**config.mk**
```make
export PLATFORM = sky130hd
export DESIGN_NAME = vectored_interrupt_controller_unit
export DESIGN_NICKNAME = d
export VERILOG_FILES = /design/src/vic_pkg.sv /design/src/vic_ctrl.sv /design/src/vic_datapath.sv /design/src/vectored_interrupt_controller_unit.sv
export SDC_FILE = /design/constraint.sdc
export NUM_CORES = 2
export LEC_CHECK = 0
export BUFFER_PORTS_ARGS = -buffer_cell sky130_fd_sc_hd__buf_2
export CELL_PAD_IN_SITES_DETAIL_PLACEMENT = 1
export CELL_PAD_IN_SITES_GLOBAL_PLACEMENT = 2
export CORE_MARGIN = 3
export CORE_UTILIZATION = 41
export CTS_CLUSTER_DIAMETER = 50
export DETAILED_ROUTE_END_ITERATION = 8
export GPL_ROUTABILITY_DRIVEN = 0
export PLACE_DENSITY = 0.75
export SYNTH_ARGS = -nofsm -noshare
export SYNTH_HDL_FRONTEND = slang
export SYNTH_SLANG_ARGS = --single-unit
```
**constraint.sdc**
```tcl
create_clock -name clk -period 17.2 [get_ports clk]
set_input_delay 1.72 -clock clk [delete_from_list [all_inputs] [get_ports clk]]
set_output_delay 1.72 -clock clk [all_outputs]
set_load 0.05 [all_outputs]
```
**src/vic_pkg.sv**
```systemverilog
// Shared types, register offsets and constants for the vectored interrupt controller.
// No dependencies; every other file but vic_checker.sv imports this package.
package vic_pkg;

  localparam int NUM_SOURCES_DEF = 32;
  localparam int LANES           = 32;
  localparam int LANE_IW         = 5;
  localparam int GROUPS          = 4;
  localparam int GROUP_SZ        = LANES / GROUPS;
  localparam int LVL_W           = 4;

  localparam logic [1:0] CMD_READ  = 2'd0;
  localparam logic [1:0] CMD_WRITE = 2'd1;
  localparam logic [1:0] CMD_LINES = 2'd2;

  localparam logic [11:0] OFS_IRQSTAT = 12'h000;
  localparam logic [11:0] OFS_FIQSTAT = 12'h004;
  localparam logic [11:0] OFS_RAW     = 12'h008;
  localparam logic [11:0] OFS_SELECT  = 12'h00C;
  localparam logic [11:0] OFS_ENSET   = 12'h010;
  localparam logic [11:0] OFS_ENCLR   = 12'h014;
  localparam logic [11:0] OFS_SOFTSET = 12'h018;
  localparam logic [11:0] OFS_SOFTCLR = 12'h01C;
  localparam logic [11:0] OFS_PROTECT = 12'h020;
  localparam logic [11:0] OFS_LMASK   = 12'h024;
  localparam logic [11:0] OFS_DAISY   = 12'h028;
  localparam logic [11:0] OFS_VADDR   = 12'hF00;
  localparam logic [11:0] OFS_ID_LO   = 12'hFE0;

  // offset[11:7] of the vector and priority table windows
  localparam logic [4:0] VEC_WIN = 5'b00010;
  localparam logic [4:0] PRI_WIN = 5'b00100;

  localparam logic [7:0] ID_BYTES [8] = '{8'h92, 8'h11, 8'h04, 8'h00,
                                          8'h0D, 8'hF0, 8'h05, 8'hB1};

  localparam logic [15:0]      LMASK_RST = 16'hFFFF;
  localparam logic [LVL_W-1:0] LVL_RST   = 4'hF;

  typedef struct packed {
    logic               act;
    logic [LVL_W-1:0]   lvl;
    logic [LANE_IW-1:0] idx;
  } node_t;

  typedef struct packed {
    logic load;
    logic exec;
    logic emit_direct;
    logic pick;
    logic emit_mem;
  } ctl_cmd_t;

  typedef struct packed {
    logic needs_mem;
    logic is_vaddr;
  } ctl_sts_t;

  // b has the higher index: take it only on a strictly lower priority value
  function automatic node_t pick2(input node_t a, input node_t b);
    node_t r;
    r = a;
    if (b.act && (!a.act || (b.lvl < a.lvl))) r = b;
    return r;
  endfunction

endpackage

```
**src/vic_ctrl.sv**
```systemverilog
// Sequencer for the interrupt controller: accepts a word and steps the datapath.
// Depends on vic_pkg for the command and status structs.
module vic_ctrl (
  input  logic              clk,
  input  logic              rst_n,
  input  logic              start,
  input  vic_pkg::ctl_sts_t sts,
  output vic_pkg::ctl_cmd_t cmd,
  output logic              busy
);
  import vic_pkg::*;

  localparam logic [1:0] ST_IDLE  = 2'd0;
  localparam logic [1:0] ST_EXEC  = 2'd1;
  localparam logic [1:0] ST_PICK  = 2'd2;
  localparam logic [1:0] ST_FINAL = 2'd3;

  logic [1:0] state_r, state_nxt;

  always_comb begin
    state_nxt = state_r;
    unique case (state_r)
      ST_IDLE:  if (start) state_nxt = ST_EXEC;
      ST_EXEC: begin
        if (!sts.needs_mem)   state_nxt = ST_IDLE;
        else if (sts.is_vaddr) state_nxt = ST_PICK;
        else                  state_nxt = ST_FINAL;
      end
      ST_PICK:  state_nxt = ST_FINAL;
      ST_FINAL: state_nxt = ST_IDLE;
      default:  state_nxt = ST_IDLE;
    endcase
  end

  always_ff @(posedge clk) begin
    if (!rst_n) state_r <= ST_IDLE;
    else        state_r <= state_nxt;
  end

  assign busy            = (state_r != ST_IDLE);
  assign cmd.load        = (state_r == ST_IDLE) && start;
  assign cmd.exec        = (state_r == ST_EXEC);
  assign cmd.emit_direct = (state_r == ST_EXEC) && !sts.needs_mem;
  assign cmd.pick        = (state_r == ST_PICK);
  assign cmd.emit_mem    = (state_r == ST_FINAL);

endmodule

```
**src/vic_datapath.sv**
```systemverilog
// Register file, vector table memory, priority compare tree and result register.
// Depends on vic_pkg; driven by vic_ctrl through ctl_cmd_t.
module vic_datapath #(
  parameter int NUM_SOURCES = vic_pkg::NUM_SOURCES_DEF
) (
  input  logic              clk,
  input  logic              rst_n,
  input  vic_pkg::ctl_cmd_t cmd,
  output vic_pkg::ctl_sts_t sts,
  input  logic [1:0]        in_command,
  input  logic [11:0]       in_offset,
  input  logic [31:0]       in_write_data,
  input  logic [31:0]       in_line_levels,
  output logic              out_strobe,
  output logic [31:0]       out_read_data,
  output logic              out_unmapped
);
  import vic_pkg::*;

  localparam int IW = (NUM_SOURCES > 1) ? $clog2(NUM_SOURCES) : 1;
  localparam logic [5:0] NS_W = 6'(NUM_SOURCES);

  // captured word
  logic [1:0]  cmd_r;
  logic [11:0] ofs_r;
  logic [31:0] wd_r, lv_r;

  // architectural state
  logic [NUM_SOURCES-1:0] raw_r, fiq_r, en_r, soft_r;
  logic                   prot_r;
  logic [15:0]            lmask_r;
  logic [LVL_W-1:0]       daisy_r;
  logic [LVL_W-1:0]       lvl_r [NUM_SOURCES];
  logic [31:0]            last_vec_r;
  logic [31:0]            vt_mem [NUM_SOURCES];
  logic [NUM_SOURCES-1:0] vt_valid_r;

  logic [31:0] vt_q_r;
  logic        vt_qv_r;
  node_t       grp_r [GROUPS];
  logic        win_act_r;

  logic        out_strobe_r;
  logic [31:0] out_read_data_r;
  logic        out_unmapped_r;

  // decode
  logic [4:0]             tbl_idx;
  logic                   idx_ok, vt_hit, pri_hit, id_hit, is_rd, is_wr;
  logic [NUM_SOURCES-1:0] pend;
  logic [31:0]            rd_val;
  logic                   mapped;
  logic [31:0]            vt_data;
  logic [LANES-1:0]       act_ext;
  node_t                  lane [LANES];
  node_t                  grp_nxt [GROUPS];
  node_t                  win;
  logic [IW-1:0]          rd_addr;

  assign tbl_idx = ofs_r[6:2];
  assign idx_ok  = ({1'b0, tbl_idx} < NS_W);
  assign vt_hit  = (ofs_r[11:7] == VEC_WIN);
  assign pri_hit = (ofs_r[11:7] == PRI_WIN);
  assign id_hit  = (ofs_r >= OFS_ID_LO) && (ofs_r[1:0] == 2'b00);
  assign is_rd   = (cmd_r == CMD_READ);
  assign is_wr   = (cmd_r == CMD_WRITE);
  assign pend    = (raw_r | soft_r) & en_r;

  assign sts.is_vaddr  = is_rd && (ofs_r == OFS_VADDR);
  assign sts.needs_mem = is_rd && ((vt_hit && idx_ok) || (ofs_r == OFS_VADDR));

  always_ff @(posedge clk) begin
    if (cmd.load) begin
      cmd_r <= in_command;
      ofs_r <= in_offset;
      wd_r  <= in_write_data;
      lv_r  <= in_line_levels;
    end
  end

  // register read mux
  always_comb begin
    rd_val = '0;
    mapped = 1'b1;
    if (vt_hit) begin
      mapped = idx_ok;
    end else if (pri_hit) begin
      mapped = idx_ok;
      if (idx_ok) rd_val = 32'(lvl_r[tbl_idx[IW-1:0]]);
    end else if (id_hit) begin
      rd_val = 32'(ID_BYTES[ofs_r[4:2]]);
    end else begin
      unique case (ofs_r)
        OFS_IRQSTAT: rd_val = 32'(pend & ~fiq_r);
        OFS_FIQSTAT: rd_val = 32'(pend & fiq_r);
        OFS_RAW:     rd_val = 32'(raw_r | soft_r);
        OFS_SELECT:  rd_val = 32'(fiq_r);
        OFS_ENSET:   rd_val = 32'(en_r);
        OFS_SOFTSET: rd_val = 32'(soft_r);
        OFS_PROTECT: rd_val = 32'(prot_r);
        OFS_LMASK:   rd_val = 32'(lmask_r);
        OFS_DAISY:   rd_val = 32'(daisy_r);
        OFS_ENCLR, OFS_SOFTCLR, OFS_VADDR: rd_val = '0;
        default:     mapped = 1'b0;
      endcase
    end
  end

  // register writes and line loads
  always_ff @(posedge clk) begin
    if (!rst_n) begin
      raw_r   <= '0;
      fiq_r   <= '0;
      en_r    <= '0;
      soft_r  <= '0;
      prot_r  <= 1'b0;
      lmask_r <= LMASK_RST;
      daisy_r <= LVL_RST;
      for (int i = 0; i < NUM_SOURCES; i++) lvl_r[i] <= LVL_RST;
    end else if (cmd.exec) begin
      if (cmd_r == CMD_LINES) begin
        raw_r <= lv_r[NUM_SOURCES-1:0];
      end else if (is_wr) begin
        if (pri_hit && idx_ok) lvl_r[tbl_idx[IW-1:0]] <= wd_r[LVL_W-1:0];
        if (!vt_hit && !pri_hit && !id_hit) begin
          unique case (ofs_r)
            OFS_SELECT:  fiq_r   <= wd_r[NUM_SOURCES-1:0];
            OFS_ENSET:   en_r    <= en_r | wd_r[NUM_SOURCES-1:0];
            OFS_ENCLR:   en_r    <= en_r & ~wd_r[NUM_SOURCES-1:0];
            OFS_SOFTSET: soft_r  <= soft_r | wd_r[NUM_SOURCES-1:0];
            OFS_SOFTCLR: soft_r  <= soft_r & ~wd_r[NUM_SOURCES-1:0];
            OFS_PROTECT: prot_r  <= wd_r[0];
            OFS_LMASK:   lmask_r <= wd_r[15:0];
            OFS_DAISY:   daisy_r <= wd_r[LVL_W-1:0];
            default:     ;
          endcase
        end
      end
    end
  end

  // vector table: one write port, one registered read port
  assign rd_addr = cmd.pick ? win.idx[IW-1:0] : tbl_idx[IW-1:0];

  always_ff @(posedge clk) begin
    if (cmd.exec && is_wr && vt_hit && idx_ok) vt_mem[tbl_idx[IW-1:0]] <= wd_r;
    if (cmd.exec || cmd.pick) begin
      vt_q_r  <= vt_mem[rd_addr];
      vt_qv_r <= vt_valid_r[rd_addr];
    end
  end

  // an entry never written reads as zero
  always_ff @(posedge clk) begin
    if (!rst_n) vt_valid_r <= '0;
    else if (cmd.exec && is_wr && vt_hit && idx_ok) vt_valid_r[tbl_idx[IW-1:0]] <= 1'b1;
  end

  assign vt_data = vt_qv_r ? vt_q_r : '0;

  // priority tree, first level: eight lanes per group
  assign act_ext = LANES'(pend & ~fiq_r);

  for (genvar i = 0; i < LANES; i++) begin : g_lane
    if (i < NUM_SOURCES) begin : g_src
      assign lane[i] = '{act: act_ext[i], lvl: lvl_r[i], idx: LANE_IW'(i)};
    end else begin : g_pad
      assign lane[i] = '{act: 1'b0, lvl: LVL_RST, idx: LANE_IW'(i)};
    end
  end

  always_comb begin
    for (int g = 0; g < GROUPS; g++) begin
      grp_nxt[g] = lane[g*GROUP_SZ];
      for (int j = 1; j < GROUP_SZ; j++) grp_nxt[g] = pick2(grp_nxt[g], lane[g*GROUP_SZ+j]);
    end
  end

  always_ff @(posedge clk) begin
    if (cmd.exec) grp_r <= grp_nxt;
  end

  // second level: fold the group winners
  always_comb begin
    win = grp_r[0];
    for (int g = 1; g < GROUPS; g++) win = pick2(win, grp_r[g]);
  end

  always_ff @(posedge clk) begin
    if (cmd.pick) win_act_r <= win.act;
  end

  always_ff @(posedge clk) begin
    if (!rst_n) last_vec_r <= '0;
    else if (cmd.emit_mem && sts.is_vaddr && win_act_r) last_vec_r <= vt_data;
  end

  // result register
  always_ff @(posedge clk) begin
    if (!rst_n) out_strobe_r <= 1'b0;
    else        out_strobe_r <= cmd.emit_direct || cmd.emit_mem;
  end

  always_ff @(posedge clk) begin
    if (cmd.emit_direct) begin
      out_read_data_r <= is_rd ? rd_val : '0;
      out_unmapped_r  <= (is_rd || is_wr) && !mapped;
    end else if (cmd.emit_mem) begin
      out_read_data_r <= (sts.is_vaddr && !win_act_r) ? last_vec_r : vt_data;
      out_unmapped_r  <= 1'b0;
    end
  end

  assign out_strobe    = out_strobe_r;
  assign out_read_data = out_read_data_r;
  assign out_unmapped  = out_unmapped_r;

endmodule

```
**src/vectored_interrupt_controller_unit.sv**
```systemverilog
// Register access, line updates and a strobe per result word; receiver cannot stall.
// Path from acceptance to the result strobe: plain registers, writes and line loads go
// through EXEC; vector table reads through EXEC and FINAL (registered table read); the
// vector address register through EXEC, PICK and FINAL (two-level priority compare tree,
// then the table read). A new word is taken in the cycle busy drops, after the last is done.
// Synchronous active-low reset inits the register file; table reads zero via valid bits.
module vectored_interrupt_controller_unit #(
  parameter int NUM_SOURCES = vic_pkg::NUM_SOURCES_DEF
) (
  input  logic        clk,
  input  logic        rst_n,
  input  logic        start,
  output logic        busy,
  input  logic [1:0]  in_command,
  input  logic [11:0] in_offset,
  input  logic [31:0] in_write_data,
  input  logic [31:0] in_line_levels,
  output logic        out_strobe,
  output logic [31:0] out_read_data,
  output logic        out_unmapped
);
  import vic_pkg::*;

  ctl_cmd_t cmd;
  ctl_sts_t sts;

  vic_ctrl u_ctrl (
    .clk   (clk),
    .rst_n (rst_n),
    .start (start),
    .sts   (sts),
    .cmd   (cmd),
    .busy  (busy)
  );

  vic_datapath #(.NUM_SOURCES(NUM_SOURCES)) u_dp (
    .clk            (clk),
    .rst_n          (rst_n),
    .cmd            (cmd),
    .sts            (sts),
    .in_command     (in_command),
    .in_offset      (in_offset),
    .in_write_data  (in_write_data),
    .in_line_levels (in_line_levels),
    .out_strobe     (out_strobe),
    .out_read_data  (out_read_data),
    .out_unmapped   (out_unmapped)
  );

endmodule

```
==> reports/qor.yml <==
status:
  status: "complete, no violations"
setup_path:
  worstPathMaxFanout: 10
  cpMostUsedCell: "ha_1"
  crit_path_end_kind: "flop"
  cp_slowest_stage_delay_ns: 0.60
  worstSetupStartpointType: "flop"
  r2r_end: "u_dp.grp_r[5]"
  worstPathRequired_ns: 17.75
  critPathArrivalTime_ns: 12.80
  rr_worst_depth: 52
  worstReg2RegStart: "u_dp.lvl_r[24][2]"
  critPathKind: "reg2reg"
  crit_slowest_cell: "a2111oi_0"
  r2r_slack_ns: 4.95
synth:
  syn-instance-count: 5917
  synth_area_um2: 67800
  async_flop_share: 0
  synth_nets: 6072
  synth-seq-area-share: 0.653
  ys_warn_count: 0
  yosysUniqueCellTypes: 98
  ys.flop_type: "edfxtp_1"
  syn_area_per_cell_um2: 11.5
  synth_edf_count: 1329
  synth_seq_cells: 1550
clock_network:
  cts_root_buffer: "clkbuf_16"
  cts_tree: "done"
  cts_resized: 0
  clk_pin_slew_ns: 0.06
  cts_setup_buffers: 0
  clkSinkCount: 1550
  clock_latency_ns: 0.84
  ctsLongestPathBuffers: 3
  cts_made_buffers: 177
  htreeDepth: 4
  cts_hold_buf: 0
power_and_ir_drop:
  switchingPower_mw: 2.12
  pwr-share-comb: 0.069
  clkPwrFrac: 0.442
  p_leak_nw: 26.7
  seq_power_share: 0.489
  power.density_nw_per_um2: 111
  vdd_ir_drop_max_v: 0.0000973
  p_int_mw: 6.42
  swShare: 0.248
placed_design:
  placed_area_um2: 71300
  dp_slack_ns: 5.25
  placedCellCount: 7972
  portBuffers: 115
  dp_hpwl_um: 143000
timing:
  maxSlewViolCount: 0
  grt_setup_unrepaired: "no"
  finalSetupViolCount: 0
  clock_skew_ns: 0.0437
  hold_viol: 0
  whs_ns: 0.459
  fmax_mhz: 81.6
  worst_slack_ns: 4.95
  max_slew_margin: 0.140
  fin_setup_tns_ns: 0
  fin_crit_sh: 0.712
  worstMarginPinSlew_ns: 1.29
  min_period_ns: 12.25
floorplan:
  die_y_um: 413
  core-area_um2: 164000
  die_w_um: 413
  boundaryPins: 116
  initial_core_util: 0.415
  die_area_um2: 170000
  rows: 148
hold_path:
  hold_start: "u_dp.last_vec_r[7]"
  hp-class: "reg2reg"
  min_to: "u_dp.last_vec_r[7]"
  hold_depth: 2
finish:
  nNetsFinal: 6131
  fin_cells: 8299
  stdcell_area_um2: 77100
  area.growth.synth_to_final_pct: 13.6
  drive_gt1_frac: 0.122
global_route:
  grt_max_degree: 169
  grt_pass1_vias: 49941
  grt_pass1_wl_um: 350000
  grt-ovfl-total: 0
  grt_use_total: 0.281
  grt_antenna_before_repair: 13
drt:
  ant_nets: 0
  totalWireLength_um: 242000
  drc_errors: 0
  post_drt_via_cell_ratio: 6.04
  firstDrtPassIters: 6
  wl_per_cell_um: 29.1
  drtIter0Drc: 5715
  detailroute.via_count: 50145
run:
  maxCapViolCount: 0
[cells in the mapped netlist, types with 8 or more instances]
cell type,n,area share
edfxtp_1,1329,0.59
nor4_1,43,0.0040
a22oi_1,12,0.0013
and2_1,67,0.0062
a21oi_1,294,0.022
or2_2,49,0.0045
a311oi_1,67,0.0086
nand2b_1,61,0.0056
o22ai_1,98,0.0090
a221oi_1,11,0.0014
nor2_1,288,0.016
maj3_1,11,0.0016
buf_2,11,0.00081
dfxtp_1,221,0.065
a211oi_1,84,0.0093
and3_1,75,0.0069
a21o_1,24,0.0027
ha_1,74,0.014
a21boi_0,10,0.0011
o211ai_1,22,0.0024
a22o_1,65,0.0084
o21a_1,20,0.0022
nand3_1,348,0.026
mux4_2,40,0.013
a32o_1,12,0.0018
o21ai_0,139,0.010
nor2b_1,22,0.0020
or3_1,15,0.0014
nor3_1,34,0.0025
mux2_2,43,0.0071
a31oi_1,140,0.013
mux2i_1,76,0.011
clkbuf_1,314,0.017
a32oi_1,18,0.0023
nand2_1,1477,0.082
buf_1,38,0.0021
nand4_1,8,0.00074
and2_0,8,0.00074
inv_1,106,0.0059
[cells in the final DEF, fill, tap and decap left out, types with 12 or more instances in the layout]
cell	synthesis	layout
inv_1	106	105
nand2b_1	61	59
mux2i_1	76	76
nor4_1	43	37
nor2_4	0	37
clkbuf_16	0	179
clkinv_1	1	27
mux2_2	43	43
edfxtp_1	1329	1329
a31oi_1	140	140
nor2_1	288	248
nor2b_1	22	20
a32oi_1	18	18
a21oi_1	294	291
ha_1	74	72
a21o_1	24	23
a32o_1	12	12
o21a_1	20	20
clkbuf_1	314	36
buf_4	1	124
or2_2	49	49
clkinv_2	0	27
a211oi_1	84	84
nor3_1	34	27
a22oi_1	12	12
and2_1	67	66
buf_2	11	115
a311oi_1	67	67
a22o_1	65	65
dfxtp_1	221	219
and3_1	75	74
mux4_2	40	40
nand2_1	1477	1475
o211ai_1	22	22
o22ai_1	98	98
o21ai_0	139	139
nand3_1	348	348
or3_1	15	15
[cell type report]
class	count	area (µm²)
multi-input cells	3893	22100
fillers	17183	86400
repair buffers	247	1670
flip-flops and latches	1550	44300
diodes	1	2.50
inverters	107	408
clock buffers	221	4700
well taps	2175	2720
clock inverters	105	1120
[worst max-delay path, delay by kind of cell (launching register included)]
kind,cells,cell delay [ns]
compound gates,20,4.91
fa+ha+maj,7,1.94
buf+inv,5,0.35
flops,1,0.48
mux,5,1.79
simple gates,15,2.46
[cells by family (layout without fill, tap and decap cells)]
| kind of cell | after synthesis | in the layout | synth area share |
|---|---|---|---|
| DFF | 1550 | 1550 | 0.653 |
| adders and majority gates | 85 | 85 | 0.0153 |
| other | 0 | 1 | 0 |
| muxes | 161 | 161 | 0.0320 |
| xor gates and xnor gates | 4 | 4 | 0.000516 |
| buffers and inverters | 474 | 680 | 0.0268 |
| and+or+nand+nor | 2523 | 2523 | 0.161 |
| AOI/OAI and AO/OA | 1120 | 1120 | 0.111 |
[routing by layer]
layer,track usage,vias up,part of all wire
met1,0.399,25899,0.43
met4,0.0856,6,0.029
met2,0.442,2006,0.46
met3,0.0459,369,0.078
met5,0,-,0.00016
li1,-,21865,-
[power groups by stage]
stage               Sequential [mW]  Clock, mW  Combinational (mW)
floorplan                      4.29          0               0.286
global placement               4.25          0               0.580
detailed placement             4.25          0               0.589
CTS                            4.17       3.83               0.593
global route                   4.17       3.99               0.636
finish                         4.17       3.77               0.593
[per-stage QoR]
stage | power, mW | utilization
3_5_place_dp | 4.84 | 0.436
2_1_floorplan | 4.57 | -
4_1_cts | 8.59 | 0.471
6_report | 8.53 | 0.471
3_3_place_gp | 4.83 | 0.436
5_1_grt | 8.79 | 0.471
[state kept, by name, summed over array words and instances (netlist names), 2 cells and up, named ones only]
signal,count
u_dp.cmd_r,2
u_dp.daisy_r,4
u_dp.fiq_r,32
u_dp.grp_r,32
u_dp.last_vec_r,32
u_dp.lmask_r,16
u_dp.lv_r,32
u_dp.lvl_r,128
u_dp.ofs_r,12
u_dp.out_read_data,32
u_dp.raw_r,32
u_dp.vt_mem,1024
u_dp.vt_q_r,32
u_dp.vt_valid_r,32
u_dp.wd_r,32
[how the worst max path moves through the flow]
stage                      start             end  slack (ns)  depth (start not counted)
6_report       u_dp.lvl_r[24][2]   u_dp.grp_r[5]        4.95                         52
5_1_grt         u_dp.lvl_r[8][2]  u_dp.grp_r[25]        3.91                         50
4_1_cts        u_dp.lvl_r[24][2]   u_dp.grp_r[5]        5.15                         52
3_5_place_dp   u_dp.lvl_r[24][2]   u_dp.grp_r[5]        5.25                         52
3_3_place_gp   u_dp.lvl_r[24][2]   u_dp.grp_r[5]        5.56                         56
2_1_floorplan  u_dp.lvl_r[24][2]   u_dp.grp_r[5]        7.11                         57
Note: power is estimated with default switching activity, not from simulation.
